===== src/rtl/adcbv_pkg.sv =====
// Package for the ADC to battery voltage converter: field widths,
// calibration ROM contents and ROM lookup functions.
// Depends on nothing; imported by adc_to_battery_voltage_interp.
package adcbv_pkg;

    // Field and datapath widths
    localparam int ADC_W     = 12;  // ADC sample and breakpoint abscissa
    localparam int MV_W      = 16;  // breakpoint millivolts
    localparam int TEN_W     = 11;  // result in tenths of a volt
    localparam int IDX_W     = 4;   // ROM index
    localparam int ROM_DEPTH = 16;  // 2**IDX_W
    localparam int DX_W      = 12;  // segment width in ADC codes
    localparam int DY_W      = 17;  // segment rise in mV, signed
    localparam int DIFF_W    = 13;  // sample minus segment start, signed
    localparam int BASE_W    = 28;  // y0 * dx
    localparam int PROD_W    = 30;  // dy * (x - x0), signed
    localparam int NUM_W     = 31;  // interpolation numerator, signed
    localparam int DEN2_W    = 20;  // 200 * dx
    localparam int DVD_W     = 32;  // rounding dividend and remainder

    // Table lengths and defaults
    localparam int ZENER_LEN         = 14;
    localparam int PLAIN_LEN         = 8;
    localparam int TABLE_ENTRIES_DEF = 14;

    localparam logic [TEN_W-1:0] TENTHS_MAX = TEN_W'(2047);

    // Zener diode calibration, padded to the full ROM depth
    localparam logic [ADC_W-1:0] ZENER_ADC [ROM_DEPTH] = '{
        12'd614,  12'd725,  12'd841,  12'd960,  12'd1075, 12'd1190, 12'd1414, 12'd1703,
        12'd1856, 12'd2028, 12'd2156, 12'd2219, 12'd2302, 12'd2349, 12'd0,    12'd0
    };
    localparam logic [MV_W-1:0] ZENER_MV [ROM_DEPTH] = '{
        16'd5067,  16'd6052,  16'd7064,  16'd8076,  16'd9070,  16'd10098, 16'd12107,
        16'd15147, 16'd17178, 16'd20176, 16'd23228, 16'd25250, 16'd28266, 16'd30300,
        16'd0,     16'd0
    };

    // Plain divider calibration, padded to the full ROM depth
    localparam logic [ADC_W-1:0] PLAIN_ADC [ROM_DEPTH] = '{
        12'd589,  12'd710,  12'd827,  12'd942,  12'd1063, 12'd1175, 12'd1762, 12'd2336,
        12'd0,    12'd0,    12'd0,    12'd0,    12'd0,    12'd0,    12'd0,    12'd0
    };
    localparam logic [MV_W-1:0] PLAIN_MV [ROM_DEPTH] = '{
        16'd4974,  16'd6041,  16'd7060,  16'd8070,  16'd9088,  16'd10071, 16'd15178,
        16'd20244, 16'd0,     16'd0,     16'd0,     16'd0,     16'd0,     16'd0,
        16'd0,     16'd0
    };

    // Breakpoint abscissa; sel 1 picks the zener table
    function automatic logic [ADC_W-1:0] rom_adc(input logic sel,
                                                 input logic [IDX_W-1:0] idx);
        return sel ? ZENER_ADC[idx] : PLAIN_ADC[idx];
    endfunction

    // Breakpoint millivolts; sel 1 picks the zener table
    function automatic logic [MV_W-1:0] rom_mv(input logic sel,
                                               input logic [IDX_W-1:0] idx);
        return sel ? ZENER_MV[idx] : PLAIN_MV[idx];
    endfunction

endpackage


===== src/rtl/adc_to_battery_voltage_interp.sv =====
// ADC to battery voltage converter: piecewise linear interpolation over a
// constant calibration ROM, then rounded division to tenths of a volt.
// Depends on adcbv_pkg.
//
// Usage
//   Input: an item (adc_sample) is taken at a clock edge with start high
//   and busy low. busy stays low: the pipeline takes an item every cycle.
//   Output: done pulses for one cycle with battery_tenths and clamped; the
//   receiver cannot hold results off, and none is needed as nothing stalls.
//   Config: table_select is written through cfg_valid/cfg_ready/cfg_data
//   (cfg_ready always high). Write it only while no item is in flight.
//   Stages: segment search, differences, products, numerator, rounding, divider
//   entry, an 11-stage restoring divider (one quotient bit per stage) and the
//   output register.
//   Throughput: one item per cycle, as every stage is registered and nothing
//   ever stalls.
//   Reset: all pipeline valid bits clear and table_select returns to 0
//   (plain divider table); items in flight are dropped.
//   Results below zero read 0, above 2047 read 2047; both raise clamped.
module adc_to_battery_voltage_interp
    import adcbv_pkg::*;
#(
    parameter int TABLE_ENTRIES = TABLE_ENTRIES_DEF
)
(
    input  logic              clk,
    input  logic              rst_n,
    input  logic              start,
    output logic              busy,
    input  logic [ADC_W-1:0]  adc_sample,
    input  logic              cfg_valid,
    output logic              cfg_ready,
    input  logic              cfg_data,
    output logic              done,
    output logic [TEN_W-1:0]  battery_tenths,
    output logic              clamped
);

    // Entries used per table, at least two
    localparam int N_ZEN_RAW = (TABLE_ENTRIES > ZENER_LEN) ? ZENER_LEN : TABLE_ENTRIES;
    localparam int N_PLN_RAW = (TABLE_ENTRIES > PLAIN_LEN) ? PLAIN_LEN : TABLE_ENTRIES;
    localparam int N_ZEN     = (N_ZEN_RAW < 2) ? 2 : N_ZEN_RAW;
    localparam int N_PLN     = (N_PLN_RAW < 2) ? 2 : N_PLN_RAW;
    localparam logic [IDX_W-1:0] LAST_SEG_ZEN = IDX_W'(N_ZEN - 2);
    localparam logic [IDX_W-1:0] LAST_SEG_PLN = IDX_W'(N_PLN - 2);
    localparam int LATENCY = 6 + TEN_W + 1;

    // Configuration register
    logic table_sel_reg;

    // Stage 1: segment ends
    logic                    s1_valid_reg;
    logic [ADC_W-1:0]        s1_x_reg, s1_x0_reg, s1_x1_reg;
    logic [MV_W-1:0]         s1_y0_reg, s1_y1_reg;
    logic [ADC_W-1:0]        s1_x0_next, s1_x1_next;
    logic [MV_W-1:0]         s1_y0_next, s1_y1_next;
    logic [IDX_W-1:0]        seg_lo, seg_hi, last_seg;

    // Stage 2: differences
    logic                    s2_valid_reg;
    logic signed [DIFF_W-1:0] s2_diff_reg, s2_diff_next;
    logic [DX_W-1:0]         s2_dx_reg, s2_dx_next;
    logic signed [DY_W-1:0]  s2_dy_reg, s2_dy_next;
    logic [MV_W-1:0]         s2_y0_reg;

    // Stage 3: products
    logic                    s3_valid_reg;
    logic [BASE_W-1:0]       s3_base_reg, s3_base_next;
    logic signed [PROD_W-1:0] s3_prod_reg, s3_prod_next;
    logic [DEN2_W-1:0]       s3_den2_reg, s3_den2_next;

    // Stage 4: numerator
    logic                    s4_valid_reg;
    logic signed [NUM_W-1:0] s4_num_reg, s4_num_next;
    logic [DEN2_W-1:0]       s4_den2_reg;

    // Stage 5: rounding dividend and negative clamp
    logic                    s5_valid_reg;
    logic [DVD_W-1:0]        s5_dvd_reg, s5_dvd_next;
    logic                    s5_negc_reg, s5_negc_next;
    logic [DEN2_W-1:0]       s5_den2_reg;
    logic [DVD_W-1:0]        twice_num, den_ext;
    logic                    num_neg;

    // Divider stages; index 0 holds the overflow check result
    logic                    dv_valid_reg [0:TEN_W];
    logic [DVD_W-1:0]        dv_rem_reg   [0:TEN_W];
    logic [TEN_W-1:0]        dv_q_reg     [0:TEN_W];
    logic [DEN2_W-1:0]       dv_den2_reg  [0:TEN_W];
    logic                    dv_ovf_reg   [0:TEN_W];
    logic                    dv_negc_reg  [0:TEN_W];
    logic                    dv0_ovf_next;

    // Output register
    logic                    done_reg;
    logic [TEN_W-1:0]        tenths_reg, tenths_next;
    logic                    clamped_reg, clamped_next;

    assign busy      = 1'b0;
    assign cfg_ready = 1'b1;

    // Table select register
    always_ff @(posedge clk or negedge rst_n)
    begin
        if (!rst_n)
        begin
            table_sel_reg <= 1'b0;
        end
        else if (cfg_valid && cfg_ready)
        begin
            table_sel_reg <= cfg_data;
        end
    end

    // Stage 1: first bracketing segment, else extrapolate at either end
    always_comb
    begin
        last_seg = table_sel_reg ? LAST_SEG_ZEN : LAST_SEG_PLN;
        seg_lo   = last_seg;
        for (int i = ROM_DEPTH - 2; i >= 0; i--)
        begin
            if (IDX_W'(i) <= last_seg
                && rom_adc(table_sel_reg, IDX_W'(i)) <= adc_sample
                && rom_adc(table_sel_reg, IDX_W'(i + 1)) >= adc_sample)
            begin
                seg_lo = IDX_W'(i);
            end
        end
        if (adc_sample < rom_adc(table_sel_reg, '0))
        begin
            seg_lo = '0;
        end
        seg_hi     = seg_lo + IDX_W'(1);
        s1_x0_next = rom_adc(table_sel_reg, seg_lo);
        s1_x1_next = rom_adc(table_sel_reg, seg_hi);
        s1_y0_next = rom_mv(table_sel_reg, seg_lo);
        s1_y1_next = rom_mv(table_sel_reg, seg_hi);
    end

    // Stage 2: segment width, rise and sample offset
    always_comb
    begin
        s2_diff_next = signed'({1'b0, s1_x_reg}) - signed'({1'b0, s1_x0_reg});
        s2_dx_next   = s1_x1_reg - s1_x0_reg;
        s2_dy_next   = signed'({1'b0, s1_y1_reg}) - signed'({1'b0, s1_y0_reg});
    end

    // Stage 3: y0*dx, dy*(x-x0), and 200*dx by shifts
    always_comb
    begin
        s3_base_next = BASE_W'(s2_y0_reg) * BASE_W'(s2_dx_reg);
        s3_prod_next = PROD_W'(s2_dy_reg) * PROD_W'(s2_diff_reg);
        s3_den2_next = DEN2_W'({s2_dx_reg, 7'b0}) + DEN2_W'({s2_dx_reg, 6'b0})
                     + DEN2_W'({s2_dx_reg, 3'b0});
    end

    // Stage 4: numerator
    always_comb
    begin
        s4_num_next = signed'({{(NUM_W - BASE_W){1'b0}}, s3_base_reg})
                    + NUM_W'(s3_prod_reg);
    end

    // Stage 5: half away from zero; a negative numerator only flags
    always_comb
    begin
        num_neg   = s4_num_reg[NUM_W-1];
        twice_num = DVD_W'({s4_num_reg, 1'b0});
        den_ext   = DVD_W'(s4_den2_reg >> 1);
        if (num_neg)
        begin
            s5_dvd_next  = '0;
            s5_negc_next = (DVD_W'(0) - twice_num) >= den_ext;
        end
        else
        begin
            s5_dvd_next  = twice_num + den_ext;
            s5_negc_next = 1'b0;
        end
    end

    // Divider entry: quotient of 2048 or more saturates
    always_comb
    begin
        dv0_ovf_next = s5_dvd_reg >= (DVD_W'(s5_den2_reg) << TEN_W);
    end

    // Front stage valid bits
    always_ff @(posedge clk or negedge rst_n)
    begin
        if (!rst_n)
        begin
            s1_valid_reg    <= 1'b0;
            s2_valid_reg    <= 1'b0;
            s3_valid_reg    <= 1'b0;
            s4_valid_reg    <= 1'b0;
            s5_valid_reg    <= 1'b0;
            dv_valid_reg[0] <= 1'b0;
        end
        else
        begin
            s1_valid_reg    <= start && !busy;
            s2_valid_reg    <= s1_valid_reg;
            s3_valid_reg    <= s2_valid_reg;
            s4_valid_reg    <= s3_valid_reg;
            s5_valid_reg    <= s4_valid_reg;
            dv_valid_reg[0] <= s5_valid_reg;
        end
    end

    // Front stage payload
    always_ff @(posedge clk)
    begin
        s1_x_reg       <= adc_sample;
        s1_x0_reg      <= s1_x0_next;
        s1_x1_reg      <= s1_x1_next;
        s1_y0_reg      <= s1_y0_next;
        s1_y1_reg      <= s1_y1_next;
        s2_diff_reg    <= s2_diff_next;
        s2_dx_reg      <= s2_dx_next;
        s2_dy_reg      <= s2_dy_next;
        s2_y0_reg      <= s1_y0_reg;
        s3_base_reg    <= s3_base_next;
        s3_prod_reg    <= s3_prod_next;
        s3_den2_reg    <= s3_den2_next;
        s4_num_reg     <= s4_num_next;
        s4_den2_reg    <= s3_den2_reg;
        s5_dvd_reg     <= s5_dvd_next;
        s5_negc_reg    <= s5_negc_next;
        s5_den2_reg    <= s4_den2_reg;
        dv_rem_reg[0]  <= s5_dvd_reg;
        dv_q_reg[0]    <= '0;
        dv_den2_reg[0] <= s5_den2_reg;
        dv_ovf_reg[0]  <= dv0_ovf_next;
        dv_negc_reg[0] <= s5_negc_reg;
    end

    // Restoring divider, one quotient bit per stage, MSB first
    for (genvar j = 0; j < TEN_W; j++)
    begin : g_div
        localparam int SH = TEN_W - 1 - j;
        logic [DVD_W-1:0] trial;
        logic             take;
        logic [DVD_W-1:0] rem_next;
        logic [TEN_W-1:0] q_next;

        always_comb
        begin
            trial    = DVD_W'(dv_den2_reg[j]) << SH;
            take     = dv_rem_reg[j] >= trial;
            rem_next = take ? (dv_rem_reg[j] - trial) : dv_rem_reg[j];
            q_next   = dv_q_reg[j];
            q_next[SH] = take;
        end

        always_ff @(posedge clk or negedge rst_n)
        begin
            if (!rst_n)
            begin
                dv_valid_reg[j+1] <= 1'b0;
            end
            else
            begin
                dv_valid_reg[j+1] <= dv_valid_reg[j];
            end
        end

        always_ff @(posedge clk)
        begin
            dv_rem_reg[j+1]  <= rem_next;
            dv_q_reg[j+1]    <= q_next;
            dv_den2_reg[j+1] <= dv_den2_reg[j];
            dv_ovf_reg[j+1]  <= dv_ovf_reg[j];
            dv_negc_reg[j+1] <= dv_negc_reg[j];
        end
    end

    // Saturation and clamp flag
    always_comb
    begin
        tenths_next  = dv_ovf_reg[TEN_W] ? TENTHS_MAX : dv_q_reg[TEN_W];
        clamped_next = dv_ovf_reg[TEN_W] || dv_negc_reg[TEN_W];
    end

    // Output register
    always_ff @(posedge clk or negedge rst_n)
    begin
        if (!rst_n)
        begin
            done_reg <= 1'b0;
        end
        else
        begin
            done_reg <= dv_valid_reg[TEN_W];
        end
    end

    always_ff @(posedge clk)
    begin
        tenths_reg  <= tenths_next;
        clamped_reg <= clamped_next;
    end

    assign done           = done_reg;
    assign battery_tenths = tenths_reg;
    assign clamped        = clamped_reg;

    // A result only ever follows an accepted item by the fixed latency
    a_latency: assert property (@(posedge clk) disable iff (!rst_n)
        done |-> $past(start && !busy, LATENCY))
        else $error("result without matching item");

    // A clamped result sits at one of the two limits
    a_clamp_value: assert property (@(posedge clk) disable iff (!rst_n)
        done && clamped |-> (battery_tenths == '0 || battery_tenths == TENTHS_MAX))
        else $error("clamped result not at a limit");

    // Negative clamp and overflow exclude each other
    a_flags_excl: assert property (@(posedge clk) disable iff (!rst_n)
        dv_valid_reg[0] |-> !(dv_ovf_reg[0] && dv_negc_reg[0]))
        else $error("negative and overflow both set");

    // Divider leaves a remainder below the divisor
    a_rem_bound: assert property (@(posedge clk) disable iff (!rst_n)
        dv_valid_reg[TEN_W] && !dv_ovf_reg[TEN_W]
            |-> dv_rem_reg[TEN_W] < DVD_W'(dv_den2_reg[TEN_W]))
        else $error("divider remainder out of range");

endmodule


===== config.mk =====
export PLATFORM = sky130hd
export DESIGN_NAME = adc_to_battery_voltage_interp
export DESIGN_NICKNAME = d
export VERILOG_FILES = /design/src/rtl/adcbv_pkg.sv /design/src/rtl/adc_to_battery_voltage_interp.sv
export SDC_FILE = /design/constraint.sdc
export NUM_CORES = 2
export LEC_CHECK = 0
export BUFFER_PORTS_ARGS = -buffer_cell sky130_fd_sc_hd__buf_2
export CAP_MARGIN = 20
export CORE_UTILIZATION = 50
export DETAILED_ROUTE_END_ITERATION = 10
export PLACE_DENSITY = 0.79
export SLEW_MARGIN = 40
export SYNTH_ARGS = -nofsm -noshare
export SYNTH_HDL_FRONTEND = slang
export SYNTH_SLANG_ARGS = --single-unit

===== constraint.sdc =====
create_clock -name clk -period 5.7 [get_ports clk]
set_clock_uncertainty 0.1 [all_clocks]
set_input_delay 1.71 -clock clk [delete_from_list [all_inputs] [get_ports clk]]
set_output_delay 1.71 -clock clk [all_outputs]
set_load 0.05 [all_outputs]

### After elaboration in Yosys (flattened, before gate mapping)

Memory sizes are Yosys's and may differ from the RTL's. A register that Yosys moved wholly into a read port is not among the register bits.
Cells that the tools add are included.
W data, S select, Z words.

| word-level totals | value |
|---|---|
| output and inout bits | 15 |
| ROM bits | 1792 |
| logic and storage cells | 227 |
| input port bits | 17 |
| memory bits (writable) | 780 |
| memories kept | 13 |
| register bits | 328 |
| latch bits | 0 |

Memories:

| memory | depth | bits a word | read ports | clocked after memory_dff | wr ports | RTL line | source |
|---|---|---|---|---|---|---|---|
| dv_rem_reg | 12 | 32 | 11 | 0 | 12 | adc_to_battery_voltage_interp.sv:87 | `logic [DVD_W-1:0] dv_rem_reg [0:TEN_W];` |
| (no name shown) | 16 | 16 | 1 | 0 | 0 | adcbv_pkg.sv:59 | `return sel ? ZENER_MV[idx] : PLAIN_MV[idx];` |
| (no name shown) | 16 | 16 | 1 | 0 | 0 | adcbv_pkg.sv:59 |  |
| (no name shown) | 16 | 16 | 1 | 0 | 0 | adcbv_pkg.sv:59 |  |
| (no name shown) | 16 | 16 | 1 | 0 | 0 | adcbv_pkg.sv:59 |  |
| dv_den2_reg | 12 | 20 | 11 | 0 | 12 | adc_to_battery_voltage_interp.sv:89 | `logic [DEN2_W-1:0] dv_den2_reg [0:TEN_W];` |
| +7 memories | n/a | n/a | n/a | n/a | n/a | n/a |  |

| operators by class | value |
|---|---|
| $mul | 2 |
| reductions and logical operators | 31 |
| $lt $le $gt $ge | 60 |
| divide/modulo/power cells | 0 |
| bitwise gates (word level) | 2 |
| shift operators | 0 |
| mux-type cells | 62 |
| equal/unequal tests | 0 |
| add/sub/neg operators | 20 |

Operator list:

| operator | count |
|---|---|
| $mux W32 | 11 |
| $mux W12 | 15 |
| $le A12 B12 Y1 | 14 |
| $mux W16 | 10 |
| $mux W4 | 17 |
| $ge A11 B12 Y1 | 5 |
| $ge A12 B12 Y1 | 5 |
| $ge A10 B12 Y1 | 3 |
| $add A32 B19 Y32 | 1 |
| $ge A32 B19 Y1 | 1 |
| $ge A32 B20 Y1 | 1 |
| $ge A32 B21 Y1 | 1 |
| $ge A32 B22 Y1 | 1 |
| $ge A32 B23 Y1 | 1 |
| $ge A32 B24 Y1 | 1 |
| $ge A32 B25 Y1 | 1 |
| $ge A32 B26 Y1 | 1 |
| $ge A32 B27 Y1 | 1 |
| $ge A32 B28 Y1 | 1 |
| $ge A32 B29 Y1 | 1 |
| $ge A32 B30 Y1 | 1 |
| $ge A32 B31 Y1 | 1 |
| $sub A1 B32 Y32 const A | 1 |
| $sub A32 B20 Y32 | 1 |
| 35 further kinds | 81 |

### Longest topological paths before layout

| depth | value |
|---|---|
| depth after elaboration | 26 |
| mapped depth | 26 |
| gate-level depth less buffers | 23 |

### Worst setup path after synthesis

No wires, ideal clock.

| timing path | value |
|---|---|
| kind | input-to-reg |
| from | input adc_sample[8] |
| to | register s1_y1_reg[4] |
| path buffers | 5 |
| data arrival time | 6.319 ns |
| required time | 5.484 ns |
| setup slack | -0.835 ns |
| library setup time | 0.116 ns |
| stages | 20 |
| cell sequence | clkbuf_1 -> inv_1 -> ha_1 -> nor4b_1 -> nand2_1 -> o22ai_1 -> o21ai_0 -> a311o_1 -> o311a_1 -> o21ai_2 -> buf_4 -> inv_1 -> ha_1 -> clkbuf_1 -> inv_1 -> ha_1 -> clkbuf_1 -> clkbuf_1 -> o32ai_1 -> a31o_2 |

| on the way | value |
|---|---|
| cells in the longest elaborated chain, start to end | 25 |
| elaborated cells between the ends (all ways) | 85 |
| those cells by class | 1 x add/sub; 30 x order compare; 21 x mux; 1 x bitwise; 30 x reduce/logical; 2 x memory |

RTL lines:

| item | RTL line | source |
|---|---|---|
| start: declaration | adc_to_battery_voltage_interp.sv:30 | `input logic [ADC_W-1:0] adc_sample,` |
| $le A1 B12 Y1 | adc_to_battery_voltage_interp.sv:123 | `&& rom_adc(table_sel_reg, IDX_W'(i)) <= adc_sample` |
| $logic_and A1 B1 Y1 | adc_to_battery_voltage_interp.sv:123 |  |
| $logic_and A1 B1 Y1 | adc_to_battery_voltage_interp.sv:124 | `&& rom_adc(table_sel_reg, IDX_W'(i + 1)) >= adc_sample)` |
| $mux W4 (15 in series) | adc_to_battery_voltage_interp.sv:122 | `if (IDX_W'(i) <= last_seg` |
| $mux W4 * | adc_to_battery_voltage_interp.sv:129 | `if (adc_sample < rom_adc(table_sel_reg, '0))` |
| $add A4 B1 Y4 * | adc_to_battery_voltage_interp.sv:133 | `seg_hi = seg_lo + IDX_W'(1);` |
| $not A4 Y5 (implied by the code) * | adcbv_pkg.sv:59 |  |
| $mem_v2 Z16 W16 | n/a |  |
| $mux W16 (implied by the code) (2 in series) | adcbv_pkg.sv:59 |  |
| $mux W16 * | adcbv_pkg.sv:59 |  |
| via s1_y1_next[4] | adc_to_battery_voltage_interp.sv:56 | `logic [MV_W-1:0] s1_y0_next, s1_y1_next;` |
| end signal: assignment | adc_to_battery_voltage_interp.sv:218 | `s1_y1_reg <= s1_y1_next;` |
| end: declaration | adc_to_battery_voltage_interp.sv:54 | `logic [MV_W-1:0] s1_y0_reg, s1_y1_reg;` |

The timed path passes the listed nets; every way through them passes the cells marked *. The select of a mux whose other input is x is not followed.
A chain may end at the register's enable or synchronous reset.

### Worst setup path after layout

| timing path | value |
|---|---|
| from | register s2_dy_reg[6] |
| to | register s3_prod_reg[28] |

| on the way | value |
|---|---|
| cells in the longest elaborated chain, start to end | 1 |

RTL lines:

| item | RTL line | source |
|---|---|---|
| start: declaration | adc_to_battery_voltage_interp.sv:63 | `logic signed [DY_W-1:0] s2_dy_reg, s2_dy_next;` |
| start signal: assignment | adc_to_battery_voltage_interp.sv:221 | `s2_dy_reg <= s2_dy_next;` |
| $mul A17 B13 Y30 | adc_to_battery_voltage_interp.sv:152 | `s3_prod_next = PROD_W'(s2_dy_reg) * PROD_W'(s2_diff_reg);` |
| via s3_prod_next[28] | adc_to_battery_voltage_interp.sv:69 | `logic signed [PROD_W-1:0] s3_prod_reg, s3_prod_next;` |
| end signal: assignment | adc_to_battery_voltage_interp.sv:224 | `s3_prod_reg <= s3_prod_next;` |
| end: declaration | adc_to_battery_voltage_interp.sv:69 |  |

The timed path passes the listed nets, and every way through them passes these cells.

==> flow_metrics.env <==
export IMPL_outcome="finished with violations"
export IMPL_violations="negative setup slack"
export IMPL_cts_max_level=3
export IMPL_synth_edf_count=0
export IMPL_io_pins=32
export IMPL_antenna_cells=0
export IMPL_clock_latency_ns=0.68
export IMPL_wl_per_cell_um=16.40
export IMPL_synth_area_um2=52150
export IMPL_finalNonFillerCells=7147
export IMPL_yosys_area_top_type="dfxtp_1"
export IMPL_grtUsageTotal=0.2196
export IMPL_die_w_um=324.9
export IMPL_startpoint_type="register"
export IMPL_path_common_cell="fa_1"
export IMPL_crit_family="adder cells"
export IMPL_drive_above_1_share=0.1170
export IMPL_rows=118
export IMPL_die_area_um2=105600
export IMPL_largest_reg_flops=339
export IMPL_cts_tree="yes"
export IMPL_fmax_mhz=175.1
export IMPL_synthTopCellsByCount="923 x dfxtp_1, 710 x inv_1, 538 x nand2_1"
export IMPL_cp_cell_sequence="and2_1 -> fa_1 -> inv_1 -> fa_1 -> fa_1 -> inv_1 -> fa_1 -> fa_1 -> ha_4 -> ha_4 -> nand3_1 -> o211ai_1 -> o211a_1 -> o21ai_2 -> a21oi_2 -> o221ai_2 -> o21ai_2 -> nor2b_4 -> nor2_1 -> o311ai_2"
export IMPL_post_route_period_util=1.002
export IMPL_ys_warn_count=0
export IMPL_finalCriticalPeriod_ns=5.711
export IMPL_cts_root_buffer="clkbuf_16"
export IMPL_drcViolationCount=0
export IMPL_initial_core_util=0.5039
export IMPL_routed_via_density=5.322
export IMPL_first_iter_violations=1810
export IMPL_core_um2=103500
export IMPL_dp_hpwl_um=91870
export IMPL_numCtsBuffers=91
export IMPL_synthFlopType="dfxtp_1"
export IMPL_nNetsFinal=6571
export IMPL_clk_pin_slew_ns=0.06
export IMPL_post_route_cell_area_um2=59350
export IMPL_critPathBufInv=2
export IMPL_rsz0062_at_grt="true"
export IMPL_synthCells=5443
export IMPL_portBuffers=29
export IMPL_synth_avg_cell_area_um2=9.581
export IMPL_synth_most_common_cell="dfxtp_1"
export IMPL_fin_ws_ns=-0.01118
export IMPL_place_inst=6971
export IMPL_yosysUniqueCellTypes=103
export IMPL_ant_nets=0
export IMPL_setup_viol=1
export IMPL_tightest_slew_ns=0.8667
export IMPL_num_vias=38030
export IMPL_cpMaxStageDelayCell="fa_1"
export IMPL_crit_path_max_incr_delay_ns=0.60
export IMPL_syn_nets=6323
export IMPL_grt_overflow_total=0
export IMPL_synthArstFlopShare=0.02017
export IMPL_criticalPathCategory="register to register"
export IMPL_cap_violations=0
export IMPL_post_dp_cell_area_um2=55670
export IMPL_synthTopCellsByArea="dfxtp_1 35%, fa_1 13%, ha_1 12%"
export IMPL_cts_sinks=942
export IMPL_synthDominantCellAreaShare=0.3543
export IMPL_grt_pass1_vias=39690
export IMPL_cts_buffer_depth=3
export IMPL_postCtsHoldBufs=0
export IMPL_dr_pass1_iters=5
export IMPL_dpl_worst_slack_ns=-0.3164
export IMPL_max_slew_margin_rel=0.4072
export IMPL_ys_seq_area_frac=0.3635
export IMPL_hold_viol_final=0
export IMPL_endpoint_kind="register"
export IMPL_place_congestion=0.9249
export IMPL_drv_slew=0
export IMPL_grt_pass1_wl_um=190400
export IMPL_cp_required_ns=6.19
export IMPL_grt_max_degree=46
export IMPL_wirelength_um=117200
export IMPL_cp_max_fo=7
export IMPL_arrival_ns=6.20
export IMPL_antenna_found_initial=0
export IMPL_syn_to_final_growth_pct=13.81
export IMPL_fp_dieH_um=324.9
export IMPL_ys_ff_latch=942
export IMPL_hold_class="register to register"
-- final cells by class --
cell class / instances / area [um2]
multi-input cells: 3643 / 30380
clock buffers: 115 / 2497
inverters: 711 / 2671
well taps: 1380 / 1727
clock inverters: 54 / 758.2
repair buffers: 302 / 2303
flip-flops and latches: 942 / 19010
fillers: 8464 / 44150
-- layout by cell type, fill, tap and decap left out, types with 63 or more instances in the layout --
| cell | Yosys | routed |
|---|---|---|
| xor2_1 | 107 | 106 |
| fa_1 | 351 | 345 |
| and2_1 | 168 | 167 |
| nor2b_1 | 65 | 63 |
| o21ai_0 | 219 | 211 |
| o21a_1 | 91 | 91 |
| buf_4 | 7 | 259 |
| nand2_1 | 538 | 534 |
| ha_1 | 512 | 494 |
| nor2_1 | 309 | 308 |
| a21oi_1 | 207 | 203 |
| inv_1 | 710 | 703 |
| dfxtp_1 | 923 | 895 |
| a21o_1 | 83 | 83 |
| clkbuf_16 | 0 | 91 |
| xnor2_1 | 151 | 150 |
| nor3_1 | 130 | 130 |
-- kinds of logic (layout without fill, tap and decap cells) --
family / Yosys count / after routing / synth area share
buf+inv: 858 / 1182 / 0.06296
compound gates: 922 / 922 / 0.1157
simple gates: 1533 / 1533 / 0.1428
fa+ha+maj: 863 / 863 / 0.2576
flops: 942 / 942 / 0.3635
mux: 63 / 63 / 0.01312
other cells: 2 / 2 / 0.0001440
xor+xnor: 260 / 260 / 0.04417
-- worst paths after layout --
check / from / endpoint / slack (ns) / cells past startpoint
setup / recovery: s2_dy_reg[6] / s3_prod_reg[28] / -0.01 / 20
hold / removal: dv_rem_reg[1][38] / dv_rem_reg[1][70] / 0.21 / 0
min in group asynchronous: rst_n / s2_valid_reg / 0.89 / 1
hold reg to reg: dv_rem_reg[1][38] / dv_rem_reg[1][70] / 0.21 / 0
max in group asynchronous: rst_n / table_sel_reg / 4.31 / 1
setup reg to reg: s2_dy_reg[6] / s3_prod_reg[28] / -0.01 / 20
-- routing by layer --
layer / wire length [um] / global-route usage / share of wire
met1: 43980 / 0.2301 / 0.38
met5: 0 / 0 / 0
met2: 62400 / 0.4261 / 0.53
met3: 4686 / 0.02689 / 0.040
met4: 6154 / 0.1104 / 0.052
-- what timing repair did --
| action | in CTS | in global routing |
|---|---|---|
| hold endpoints to repair | 0 | 0 |
| buffers inserted | 0 | 5 |
| gates resized for setup | 22 | 73 |
| pin swaps | 7 | 47 |
| setup endpoints to repair | 12 | 18 |
-- stage by stage --
step	TNS (ns)	hold WS, ns	util
3_5_place_dp	-1.885	0.2121	0.5379
2_1_floorplan	0	0.2096	-
4_1_cts	-0.05369	0.2124	0.5700
5_1_grt	-1.171	0.2270	0.5734
3_3_place_gp	-1.108	0.2100	0.5379
6_report	-0.01118	0.2089	0.5734
Power is not shown: default switching activity piles up to over one toggle a cycle in this logic, so the estimate is an artifact.
